File: src/rtl/core/scfl_shared_add.sv
`default_nettype none
module scfl_shared_add #(
  parameter int CW = 17
) (
  input  wire logic [CW-1:0] op_a,
  input  wire logic [CW-1:0] op_b,
  input  wire logic [CW-1:0] limit,
  output logic      [CW-1:0] sum,
  output logic               over
);

  // byte pointer adder with limit compare, shared by refill check and carve walk
  always_comb begin
    sum  = op_a + op_b;
    over = (sum > limit);
  end

endmodule
`default_nettype wire

File: config.mk
export PLATFORM = sky130hd
export DESIGN_NAME = scfl_shared_add
export DESIGN_NICKNAME = d
export VERILOG_FILES = /design/src/rtl/core/scfl_shared_add.sv
export SDC_FILE = /design/constraint.sdc
export NUM_CORES = 1
export LEC_CHECK = 0
export ABC_AREA = 1
export BUFFER_PORTS_ARGS = -buffer_cell sky130_fd_sc_hd__buf_2
export CAP_MARGIN = 20
export CORE_MARGIN = 3
export CORE_UTILIZATION = 50
export DETAILED_ROUTE_END_ITERATION = 10
export PLACE_DENSITY = 0.85
export SYNTH_ARGS = -nofsm -noshare
export SYNTH_HDL_FRONTEND = slang
export SYNTH_SLANG_ARGS = --single-unit
File: constraint.sdc
create_clock -name vclk -period 2.4
set_input_delay 0.12 -clock vclk [all_inputs]
set_output_delay 0.12 -clock vclk [all_outputs]
set_load 0.02 [all_outputs]
==> results_dict.tcl <==
set metrics [dict create \
    antenna_found_initial 0 \
    min_period_ps 2460 \
    initial_core_util_pct 55.8 \
    dpl_worst_slack_ps -245 \
    die_h_um 60.0 \
    n_antenna_cell 0 \
    nClkBuffers 0 \
    dpl.hpwl_mm 3.44 \
    synthDistinctLibCells 22 \
    die_w_um 60.0 \
    synth_area_per_cell_um2 5.65 \
    critPathLaunchType "primary input" \
    io_pins 69 \
    grt_max_degree 8 \
    rsz0062_at_grt "true" \
    total_leakage_power_nw 1.39 \
    outcome "complete, but fails checks" \
    p_total_uw 757 \
    min_path_cells 3 \
    grt_pass1_wl_mm 6.67 \
    cp.arrival_ps 2340 \
    ant_nets 0 \
    hold_class "in -> out" \
    drt_iter0_markers 56 \
    critical_path_class "in -> out" \
    min_from "op_a[0]" \
    worst_slack_ps -59.3 \
    ys_seq_area_share_pct 0 \
    syn_nets 343 \
    die-area_um2 3600 \
    design.seq.count 0 \
    track_usage_pct 23.0 \
    tightest_slew_ps 274 \
    utilization_pct 85.2 \
    syn_area_um2 1460 \
    final.period_utilization_pct 102 \
    worst_hold_path.endpoint "sum[0]" \
    worst-endpoint-required_ps 2280 \
    layout-drive-gt1-share_pct 43.5 \
    syn_inst 258 \
    drc 0 \
    violations "setup timing" \
    post-place-cells 376 \
    drt_wl_total_mm 4.38 \
    grt_pass1_vias 1677 \
    relSlewSlack_pct 81.6 \
    final_nets 434 \
    stdcell_count 377 \
    finalWeightedCongestion 0.937 \
    cts_hold_buffers 0 \
    cp_max_fo 4 \
    dr.pass1.iters 4 \
    holdWs_ps 577 \
    rows 18 \
    ys_warn_count 0 \
    maxCapViolations 0 \
    via_count 1904 \
    grt.overflow.total 0 \
    drv_slew 0 \
    portBuffers 69 \
    mostFrequentLayoutCells "nand2_1, buf_2, inv_1" \
    setup_violations 1 \
    power.density_nw_per_um2 340 \
    ir_drop_uv 304 \
    endpoint_kind "primary output" \
    ff_latch_area_um2 0 \
    area_growth_pct 52.8 \
    core_area_um2 2610 \
    wl_per_cell_um 11.6 \
    fmax_mhz 407 \
    final_hold_viol_count 0 \
    vias_per_cell 5.05 \
    mostFrequentLayoutCell "nand2_1" \
]
## where the power goes
| group | internal, mW | total, mW | switching (mW) |
|---|---|---|---|
| Sequential | 0 | 0 | 0 |
| Clock | 0 | 0 | 0 |
| Combinational | 0.325 | 0.757 | 0.433 |
## logic make-up (layout without fill, tap and decap cells)
family | Yosys count | in the layout | share of synthesized area (%)
and+or+nand+nor | 144 | 144 | 44.0
AOI/OAI and AO/OA | 16 | 16 | 7.04
adders and majority gates | 34 | 34 | 29.7
xor gates and xnor gates | 8 | 8 | 4.81
buffers and inverters | 56 | 145 | 14.4
## critical path: stages
cell	delay [ps]
buf_2	100
ha_2	380
nand2_2	80
nor2_1	250
nand3_4	110
nand2_4	110
nand2_2	70
nand3_1	100
nand2_2	80
ha_4	270
nand2_2	60
nor2_4	90
nand2_1	70
inv_2	60
nand4_1	80
nand3_1	80
nand2_1	50
inv_1	60
buf_6	110
## stage by stage
stage / instance area, um2 / setup TNS (ps)
final: 2230 / -59.3
after global routing: 2230 / -252
after CTS: 2120 / -4.19
after detailed placement: 2010 / -245
after global placement: 2010 / -155
after floorplan: 1480 / 0
## cell type report
type                            instances  area, um2
Multi-Input combinational cell        202       1470
Inverter                               56        210
Fill cell                             182        385
Timing Repair Buffer                   89        514
Tap cell                               30       37.5
## how the worst max path moves through the flow
stage | startpoint | endpoint | slack [ps] | cells after the start
6_report | op_b[7] | over | -60 | 19
5_1_grt | op_b[7] | over | -250 | 20
4_1_cts | op_b[0] | over | -4 | 21
3_5_place_dp | op_a[0] | over | -240 | 21
3_3_place_gp | op_a[0] | over | -160 | 21
2_1_floorplan | op_a[0] | over | 20 | 19
## Yosys cell counts
| cell | number | share of area [%] |
|---|---|---|
| a21o_1 | 3 | 1.5 |
| a21oi_1 | 9 | 3.1 |
| a21oi_2 | 4 | 2.4 |
| and2_2 | 1 | 0.52 |
| fa_1 | 1 | 1.4 |
| ha_1 | 33 | 28 |
| inv_1 | 50 | 13 |
| inv_2 | 6 | 1.5 |
| nand2_1 | 89 | 23 |
| nand2_2 | 7 | 3.0 |
| nand2_4 | 1 | 0.77 |
| nand3_1 | 17 | 5.8 |
| nand3_2 | 2 | 1.4 |
| nand3b_1 | 1 | 0.52 |
| nand3b_4 | 1 | 1.4 |
| nand4_1 | 2 | 0.86 |
| nor2_1 | 18 | 4.6 |
| nor2_2 | 3 | 1.3 |
| nor3_1 | 1 | 0.34 |
| or2_4 | 1 | 0.60 |
| xnor2_1 | 1 | 0.60 |
| xor2_1 | 7 | 4.2 |
## what timing repair did
action                                 CTS  global route
setup endpoints to repair                1             1
buffers inserted                         1             0
resized for setup                       22            20
endpoints found under the hold margin    0             0
pin swaps                               17            12
## routing by layer
metal,vias up,global-route usage (%),routed length (um)
met5,-,0,0
met4,0,3.16,99
met3,12,0.216,215
met2,63,43.4,2300
met1,851,29.4,1760
li1,978,-,-
Note: power is estimated with default switching activity, not from simulation.
