<file path="src/rtl/core/scfl_pkg.sv">
`default_nettype none
package scfl_pkg;

  // default sizing of the allocator
  localparam int CLASSES_DEF       = 8;
  localparam int HEAP_BYTES_DEF    = 16384;
  localparam int REFILL_BLOCKS_DEF = 16;

  // fixed field widths of the ports
  localparam int CLASS_W  = 3;
  localparam int ADDR_W   = 14;
  localparam int LIMIT_W  = 15;

  // reset value of the pool limit register
  localparam logic [LIMIT_W-1:0] POOL_LIMIT_RST = 15'd16384;

  // request kinds
  localparam logic REQ_ALLOC = 1'b0;
  localparam logic REQ_FREE  = 1'b1;

  // result status codes
  localparam logic STAT_OK  = 1'b0;
  localparam logic STAT_OOM = 1'b1;

  // sequencer states
  typedef enum logic [2:0] {
    S_IDLE,
    S_EXEC,
    S_POP,
    S_FILL,
    S_DONE
  } scfl_state_t;

endpackage
`default_nettype wire

</file>
<file path="src/rtl/core/scfl_ctrl.sv">
`default_nettype none
module scfl_ctrl
  import scfl_pkg::*;
#(
  parameter int CLASSES       = CLASSES_DEF,
  parameter int HEAP_BYTES    = HEAP_BYTES_DEF,
  parameter int REFILL_BLOCKS = REFILL_BLOCKS_DEF,
  parameter int HEAP_WORDS    = HEAP_BYTES / 4,
  parameter int AW            = $clog2(HEAP_WORDS),
  parameter int WW            = $clog2(HEAP_WORDS + 1),
  parameter int CW            = (($clog2(HEAP_BYTES + 1) > 16) ? $clog2(HEAP_BYTES + 1) : 16) + 1
) (
  input  wire logic               clk,
  input  wire logic               rst_n,
  // request side
  input  wire logic               in_valid,
  output logic                    in_ready,
  input  wire logic               in_req,
  input  wire logic [CLASS_W-1:0] in_cls,
  input  wire logic [ADDR_W-1:0]  in_faddr,
  // result side
  output logic                    res_valid,
  input  wire logic               res_ready,
  output logic      [ADDR_W-1:0]  res_addr,
  output logic                    res_status,
  // link memory
  output logic                    mem_we,
  output logic      [AW-1:0]      mem_waddr,
  output logic      [WW-1:0]      mem_wdata,
  output logic                    mem_re,
  output logic      [AW-1:0]      mem_raddr,
  input  wire logic [WW-1:0]      mem_rdata,
  // shared adder
  output logic      [CW-1:0]      unit_a,
  output logic      [CW-1:0]      unit_b,
  input  wire logic [CW-1:0]      unit_sum,
  input  wire logic               unit_over
);

  localparam int CIW = (CLASSES > 1) ? $clog2(CLASSES) : 1;
  localparam int KW  = (REFILL_BLOCKS > 1) ? $clog2(REFILL_BLOCKS) : 1;
  localparam logic [WW-1:0] LIST_EMPTY = WW'(HEAP_WORDS);
  localparam logic [KW-1:0] LAST_K     = KW'(REFILL_BLOCKS - 1);

  scfl_state_t        state_r, state_nxt;
  logic               req_r, req_nxt;
  logic [CLASS_W-1:0] cls_r, cls_nxt;
  logic [ADDR_W-1:0]  faddr_r, faddr_nxt;
  logic [WW-1:0]      head_r [CLASSES];
  logic [WW-1:0]      head_nxt [CLASSES];
  logic [CW-1:0]      carve_r, carve_nxt;
  logic [CW-1:0]      walk_r, walk_nxt;
  logic [WW-1:0]      prev_r, prev_nxt;
  logic [KW-1:0]      cnt_r, cnt_nxt;
  logic [WW-1:0]      pop_word_r, pop_word_nxt;
  logic [ADDR_W-1:0]  res_addr_r, res_addr_nxt;
  logic               res_status_r, res_status_nxt;

  logic               cls_ok;
  logic [CIW-1:0]     cls_idx;
  logic [WW-1:0]      head_cur;
  logic [CW-1:0]      bsize;
  logic [CW-1:0]      chunk;
  logic [11:0]        free_word;
  logic               free_in;
  logic [AW-1:0]      walk_word;

  // decode of the held request
  always_comb begin
    cls_ok    = (int'(cls_r) < CLASSES);
    cls_idx   = CIW'(cls_r);
    head_cur  = cls_ok ? head_r[cls_idx] : LIST_EMPTY;
    bsize     = CW'(4) << cls_r;
    chunk     = CW'(REFILL_BLOCKS) << ({1'b0, cls_r} + 4'd2);
    free_word = faddr_r[ADDR_W-1:2];
    free_in   = (int'(free_word) < HEAP_WORDS);
    walk_word = AW'(walk_r >> 2);
  end

  // state and datapath registers
  always_ff @(posedge clk) begin
    if (!rst_n) begin
      state_r <= S_IDLE;
      carve_r <= '0;
      for (int i = 0; i < CLASSES; i++) begin
        head_r[i] <= LIST_EMPTY;
      end
    end else begin
      state_r <= state_nxt;
      carve_r <= carve_nxt;
      head_r  <= head_nxt;
    end
  end

  always_ff @(posedge clk) begin
    req_r        <= req_nxt;
    cls_r        <= cls_nxt;
    faddr_r      <= faddr_nxt;
    walk_r       <= walk_nxt;
    prev_r       <= prev_nxt;
    cnt_r        <= cnt_nxt;
    pop_word_r   <= pop_word_nxt;
    res_addr_r   <= res_addr_nxt;
    res_status_r <= res_status_nxt;
  end

  // sequencer
  always_comb begin
    state_nxt      = state_r;
    req_nxt        = req_r;
    cls_nxt        = cls_r;
    faddr_nxt      = faddr_r;
    head_nxt       = head_r;
    carve_nxt      = carve_r;
    walk_nxt       = walk_r;
    prev_nxt       = prev_r;
    cnt_nxt        = cnt_r;
    pop_word_nxt   = pop_word_r;
    res_addr_nxt   = res_addr_r;
    res_status_nxt = res_status_r;
    in_ready       = 1'b0;
    res_valid      = 1'b0;
    mem_we         = 1'b0;
    mem_waddr      = walk_word;
    mem_wdata      = prev_r;
    mem_re         = 1'b0;
    mem_raddr      = AW'(head_cur);
    unit_a         = walk_r;
    unit_b         = bsize;

    case (state_r)
      S_IDLE: begin
        in_ready = 1'b1;
        if (in_valid) begin
          req_nxt   = in_req;
          cls_nxt   = in_cls;
          faddr_nxt = in_faddr;
          state_nxt = S_EXEC;
        end
      end

      S_EXEC: begin
        res_addr_nxt   = '0;
        res_status_nxt = STAT_OK;
        if (req_r == REQ_FREE) begin
          // push the freed block onto its class list
          if (cls_ok && free_in) begin
            mem_we            = 1'b1;
            mem_waddr         = AW'(free_word);
            mem_wdata         = head_cur;
            head_nxt[cls_idx] = WW'(free_word);
          end
          state_nxt = S_DONE;
        end else if (!cls_ok) begin
          res_status_nxt = STAT_OOM;
          state_nxt      = S_DONE;
        end else if (head_cur != LIST_EMPTY) begin
          // pop: fetch the next link of the head block
          mem_re       = 1'b1;
          pop_word_nxt = head_cur;
          state_nxt    = S_POP;
        end else begin
          // empty list: check that a refill fits under the limit
          unit_a = carve_r;
          unit_b = chunk;
          if (unit_over) begin
            res_status_nxt = STAT_OOM;
            state_nxt      = S_DONE;
          end else begin
            carve_nxt = unit_sum;
            walk_nxt  = carve_r;
            prev_nxt  = LIST_EMPTY;
            cnt_nxt   = '0;
            state_nxt = S_FILL;
          end
        end
      end

      S_FILL: begin
        // link one carved block per cycle, lowest address first
        mem_we = 1'b1;
        if (cnt_r == LAST_K) begin
          head_nxt[cls_idx] = prev_r;
          res_addr_nxt      = ADDR_W'({walk_word, 2'b00});
          res_status_nxt    = STAT_OK;
          state_nxt         = S_DONE;
        end else begin
          prev_nxt = WW'(walk_word);
          walk_nxt = unit_sum;
          cnt_nxt  = cnt_r + KW'(1);
        end
      end

      S_POP: begin
        head_nxt[cls_idx] = mem_rdata;
        res_addr_nxt      = ADDR_W'({AW'(pop_word_r), 2'b00});
        res_status_nxt    = STAT_OK;
        state_nxt         = S_DONE;
      end

      S_DONE: begin
        res_valid = 1'b1;
        if (res_ready) begin
          state_nxt = S_IDLE;
        end
      end

      default: begin
        state_nxt = S_IDLE;
      end
    endcase
  end

  assign res_addr   = res_addr_r;
  assign res_status = res_status_r;

endmodule
`default_nettype wire

</file>
<file path="config.mk">
export PLATFORM = sky130hd
export DESIGN_NAME = scfl_ctrl
export DESIGN_NICKNAME = d
export VERILOG_FILES = /design/src/rtl/core/scfl_pkg.sv /design/src/rtl/core/scfl_ctrl.sv
export SDC_FILE = /design/constraint.sdc
export NUM_CORES = 1
export LEC_CHECK = 0
export ABC_CLOCK_PERIOD_IN_PS = 11370
export BUFFER_PORTS_ARGS = -buffer_cell sky130_fd_sc_hd__buf_2
export CAP_MARGIN = 10
export CORE_MARGIN = 2
export CORE_UTILIZATION = 40
export CTS_BUF_LIST = sky130_fd_sc_hd__clkbuf_4 sky130_fd_sc_hd__clkbuf_8 sky130_fd_sc_hd__clkbuf_16
export CTS_CLUSTER_DIAMETER = 60
export DETAILED_ROUTE_END_ITERATION = 12
export GPL_TIMING_DRIVEN = 0
export PLACE_DENSITY = 0.59
export SLEW_MARGIN = 30
export SYNTH_ARGS = -nofsm -noshare
export SYNTH_HDL_FRONTEND = slang
export SYNTH_SLANG_ARGS = --single-unit
export TNS_END_PERCENT = 10
</file>
<file path="constraint.sdc">
create_clock -name clk -period 11.37 [get_ports clk]
set_clock_uncertainty 0.15 [all_clocks]
set_input_delay 1.137 -clock clk [delete_from_list [all_inputs] [get_ports clk]]
set_output_delay 1.137 -clock clk [all_outputs]
set_load 0.05 [all_outputs]
</file>
==> run_summary.xml <==
<?xml version="1.0" encoding="UTF-8"?>
<metrics>
  <group name="cells_and_area">
    <metric name="multi_input_comb_area" unit="um2">4400</metric>
    <metric name="layout-drive-gt1-share" unit="%">25.2</metric>
    <metric name="number_of_fillers_in_the_final_layout" unit="">2237</metric>
    <metric name="layout_commonest_cell" unit="">sky130_fd_sc_hd__nand2_1</metric>
    <metric name="finish.instance_area" unit="um2">11200</metric>
    <metric name="layout_common_cells" unit="">sky130_fd_sc_hd__nand2_1 (181), sky130_fd_sc_hd__buf_2 (138), sky130_fd_sc_hd__dfxtp_1 (124)</metric>
    <metric name="area.sequential" unit="um2">4730</metric>
    <metric name="design.final.nets" unit="">1150</metric>
    <metric name="syn_to_final_growth" unit="%">18.4</metric>
    <metric name="final_core_util" unit="%">48.0</metric>
  </group>
  <group name="power">
    <metric name="total_power" unit="mW">1.61</metric>
    <metric name="leakage" unit="nW">4.78</metric>
    <metric name="ir_worst_vdd" unit="mV">0.0962</metric>
    <metric name="power.density_cell_area" unit="nW/um2">143</metric>
  </group>
  <group name="placement">
    <metric name="post-place-ws" unit="ns">6.32</metric>
    <metric name="placed_cell_area" unit="um2">10700</metric>
    <metric name="gp_routability_congestion" unit="">0.963</metric>
    <metric name="dpl.hpwl" unit="um">24100</metric>
    <metric name="numPortBuffers" unit="">134</metric>
  </group>
  <group name="synth">
    <metric name="synth_top_cells_by_area" unit="">sky130_fd_sc_hd__dfxtp_1 (26%), sky130_fd_sc_hd__edfxtp_1 (24%), sky130_fd_sc_hd__nand2_1 (7.2%)</metric>
    <metric name="number_of_flops_mapped_to_enable_cells_by_yosys" unit="">75</metric>
    <metric name="synth.top_cell.area_share" unit="%">26.1</metric>
    <metric name="synthesis.yosys.warnings" unit="">0</metric>
    <metric name="seq_area_frac_synth" unit="%">49.9</metric>
    <metric name="synthDistinctLibCells" unit="">51</metric>
    <metric name="syn-mean-instance-area" unit="um2">10.2</metric>
    <metric name="netlist_instances" unit="">932</metric>
    <metric name="synth_area_leader_cell" unit="">sky130_fd_sc_hd__dfxtp_1</metric>
    <metric name="dominantRegCellSynth" unit="">sky130_fd_sc_hd__dfxtp_1</metric>
    <metric name="async_flop_share" unit="%">0</metric>
    <metric name="synth-seq-cells" unit="">199</metric>
    <metric name="netlist_area" unit="um2">9490</metric>
  </group>
  <group name="worst_setup_path">
    <metric name="path_common_cell" unit="">sky130_fd_sc_hd__clkbuf_1</metric>
    <metric name="arrival" unit="ns">4.41</metric>
    <metric name="cpMaxStageDelayCell" unit="">sky130_fd_sc_hd__a221oi_1</metric>
    <metric name="endpoint_class_of_the_critical_path" unit="">output pin</metric>
    <metric name="rr_endpoint" unit="">prev_r[10]</metric>
    <metric name="path_class" unit="">flip-flop to output pin</metric>
    <metric name="timing.rr.start" unit="">cls_idx[2]</metric>
    <metric name="worst_path_largest_cell_delay" unit="ns">0.59</metric>
    <metric name="path_cells" unit="">clkbuf_1, buf_1, nor2_1, a221oi_1, nor4_2, nand4_1, clkbuf_1, nand2_1, a21oi_1, buf_2</metric>
    <metric name="critPathRequiredTime" unit="ns">10.08</metric>
    <metric name="rrSetupSlack" unit="ns">7.23</metric>
    <metric name="timing.reg2reg.worst_path_depth" unit="">10</metric>
    <metric name="critPathMaxFanout" unit="">10</metric>
    <metric name="timing.critical_path.from_type" unit="">flip-flop</metric>
  </group>
  <group name="timing">
    <metric name="timing_max_transition_violations_final" unit="">0</metric>
    <metric name="final_min_period_over_clock_period" unit="%">50.1</metric>
    <metric name="finalHoldViolations" unit="">0</metric>
    <metric name="slew-limit-headroom" unit="%">37.8</metric>
    <metric name="rsz0062_at_grt" unit="">no</metric>
    <metric name="max_slew.worst_pin.slew" unit="ns">0.933</metric>
    <metric name="total_negative_slack_for_setup_checks" unit="ns">0</metric>
    <metric name="timing.final.setup_violations" unit="">0</metric>
    <metric name="max_freq" unit="MHz">175</metric>
    <metric name="final.setup.worst_slack" unit="ns">5.67</metric>
    <metric name="final_period_minus_worst_setup_slack" unit="ns">5.70</metric>
  </group>
  <group name="floorplan">
    <metric name="boundaryPins" unit="">143</metric>
    <metric name="dieArea" unit="um2">25000</metric>
    <metric name="die_x" unit="um">158</metric>
    <metric name="placeableCoreArea" unit="um2">23400</metric>
    <metric name="floorplan.die.height" unit="um">158</metric>
    <metric name="rows" unit="">56</metric>
    <metric name="start_util" unit="%">40.6</metric>
  </group>
  <group name="clock_network">
    <metric name="hold_buffers" unit="">0</metric>
    <metric name="cts-buffers-inserted" unit="">17</metric>
    <metric name="cts.clk_slew.worst_paths" unit="ns">0.07</metric>
    <metric name="worstSkewPairLatency" unit="ns">0.45</metric>
    <metric name="maximum_clock_path_buffer_count" unit="">2</metric>
    <metric name="cts-htree-levels" unit="">4</metric>
    <metric name="postCtsSetupRepairBufs" unit="">0</metric>
    <metric name="cts_sinks" unit="">199</metric>
    <metric name="post_cts_resize_count" unit="">0</metric>
    <metric name="clock_tree_from_tritoncts" unit="">done</metric>
    <metric name="root_buffer" unit="">sky130_fd_sc_hd__clkbuf_16</metric>
  </group>
  <group name="route">
    <metric name="detailedRoute.firstPassIterationCount" unit="">5</metric>
    <metric name="antenna_violating_nets_remaining" unit="">0</metric>
    <metric name="finalWirelength" unit="um">32400</metric>
    <metric name="post-route-drc-count" unit="">0</metric>
    <metric name="first_iter_violations" unit="">933</metric>
    <metric name="routed-via-count" unit="">8132</metric>
    <metric name="routed_via_density" unit="">5.70</metric>
    <metric name="wl_per_cell" unit="um">22.7</metric>
  </group>
  <group name="min_path">
    <metric name="min_delay_path_class" unit="">flip-flop to flip-flop</metric>
    <metric name="timing.hold.worst_path_depth" unit="">2</metric>
  </group>
  <group name="job">
    <metric name="cap_violations" unit="">0</metric>
  </group>
  <group name="grt">
    <metric name="grt_first_pass_wirelength" unit="um">48000</metric>
    <metric name="largest_net_degree_at_the_start_of_global_routing" unit="">19</metric>
    <metric name="grt.overflow.total" unit="">0</metric>
    <metric name="grt_usage" unit="%">26.5</metric>
    <metric name="grt_antenna_before_repair" unit="">2</metric>
    <metric name="grt_pass1_vias" unit="">7843</metric>
  </group>
  <group name="status">
    <metric name="run_status" unit="">completed</metric>
  </group>
</metrics>
[worst max-delay path, delay by kind of cell (launching register included)]
family                 cells  cell delay [ns]
AND/OR/NAND/NOR            4             0.82
AO/OA/AOI/OAI              2             0.82
buffers and inverters      4             1.80
flip-flops                 1             0.50
[per-layer routing]
layer  share of wire [%]  GRT usage, %  up-vias
li1                    -             -     3658
met1                  45          37.8     3997
met2                  44          39.6      409
met3                 7.7          4.65       68
met4                 3.6          11.2        0
met5                   0             0        -
[layout make-up]
cell class	instances	share of cell area (%)
clock inverters	15	1.27
well taps	319	3.55
repair buffers	138	6.62
multi-input cells	643	39.2
diodes	2	0.0445
plain buffers	76	2.88
clock buffers	17	3.78
inverters	17	0.568
flip-flops and latches	199	42.1
[worst max-delay path by stage]
stage	from	end	slack (ns)
after floorplan	cls_idx[1]	cnt_r[0]	5.77
after global placement	cls_idx[0]	prev_r[4]	3.72
after detailed placement	cls_idx[2]	unit_b[5]	6.32
after CTS	cls_idx[2]	unit_b[5]	5.82
after global routing	cls_idx[2]	unit_b[5]	5.50
final	cls_idx[2]	unit_b[5]	5.67
[synth_stat cells, types with 3 or more instances]
library cell                count
sky130_fd_sc_hd__a21oi_1       19
sky130_fd_sc_hd__o21a_1        15
sky130_fd_sc_hd__clkbuf_1      59
sky130_fd_sc_hd__a2bb2oi_1      3
sky130_fd_sc_hd__nand3_1       14
sky130_fd_sc_hd__ha_1           5
sky130_fd_sc_hd__o22ai_1        6
sky130_fd_sc_hd__nand2_1      181
sky130_fd_sc_hd__o221a_2       29
sky130_fd_sc_hd__o21ai_0       70
sky130_fd_sc_hd__nor3_1         5
sky130_fd_sc_hd__buf_1          5
sky130_fd_sc_hd__nor2_1        40
sky130_fd_sc_hd__mux4_2        16
sky130_fd_sc_hd__o211a_1       29
sky130_fd_sc_hd__nor4_1         6
sky130_fd_sc_hd__o211ai_1       5
sky130_fd_sc_hd__buf_4          7
sky130_fd_sc_hd__nand2b_1       4
sky130_fd_sc_hd__a21boi_0      21
sky130_fd_sc_hd__inv_1         17
sky130_fd_sc_hd__and2_1        48
sky130_fd_sc_hd__dfxtp_1      124
sky130_fd_sc_hd__nor2b_1        7
sky130_fd_sc_hd__edfxtp_1      75
sky130_fd_sc_hd__o221ai_1       4
sky130_fd_sc_hd__mux2_2        47
sky130_fd_sc_hd__buf_2          4
sky130_fd_sc_hd__mux2i_1       42
[logic make-up (layout without fill, tap and decap cells)]
logic type / count (synthesis) / count (layout) / share of synthesized area (%)
xor+xnor: 2 / 2 / 0.185
compound gates: 210 / 210 / 16.3
fa+ha+maj: 5 / 5 / 0.659
buf+inv: 93 / 263 / 4.09
flops: 199 / 199 / 49.9
other cells: 1 / 6 / 0.0395
mux: 105 / 105 / 13.8
simple gates: 317 / 317 / 15.1
[through the flow]
stage / instances / hold slack [ns]
2_1_floorplan: 935 / 0.270
3_5_place_dp: 1392 / 0.290
5_1_grt: 1426 / 0.337
4_1_cts: 1424 / 0.300
3_3_place_gp: 1388 / 0.286
6_report: 1426 / 0.303
[power breakdown]
| group | leakage (nW) | switching, mW | internal (mW) | total [mW] |
|---|---|---|---|---|
| logic | 2.79 | 0.164 | 0.0647 | 0.229 |
| registers | 1.71 | 0.0136 | 0.758 | 0.772 |
| clock network | 0.274 | 0.299 | 0.308 | 0.607 |
| total | 4.78 | 0.477 | 1.13 | 1.61 |
Note: power is estimated with default switching activity, not from simulation.
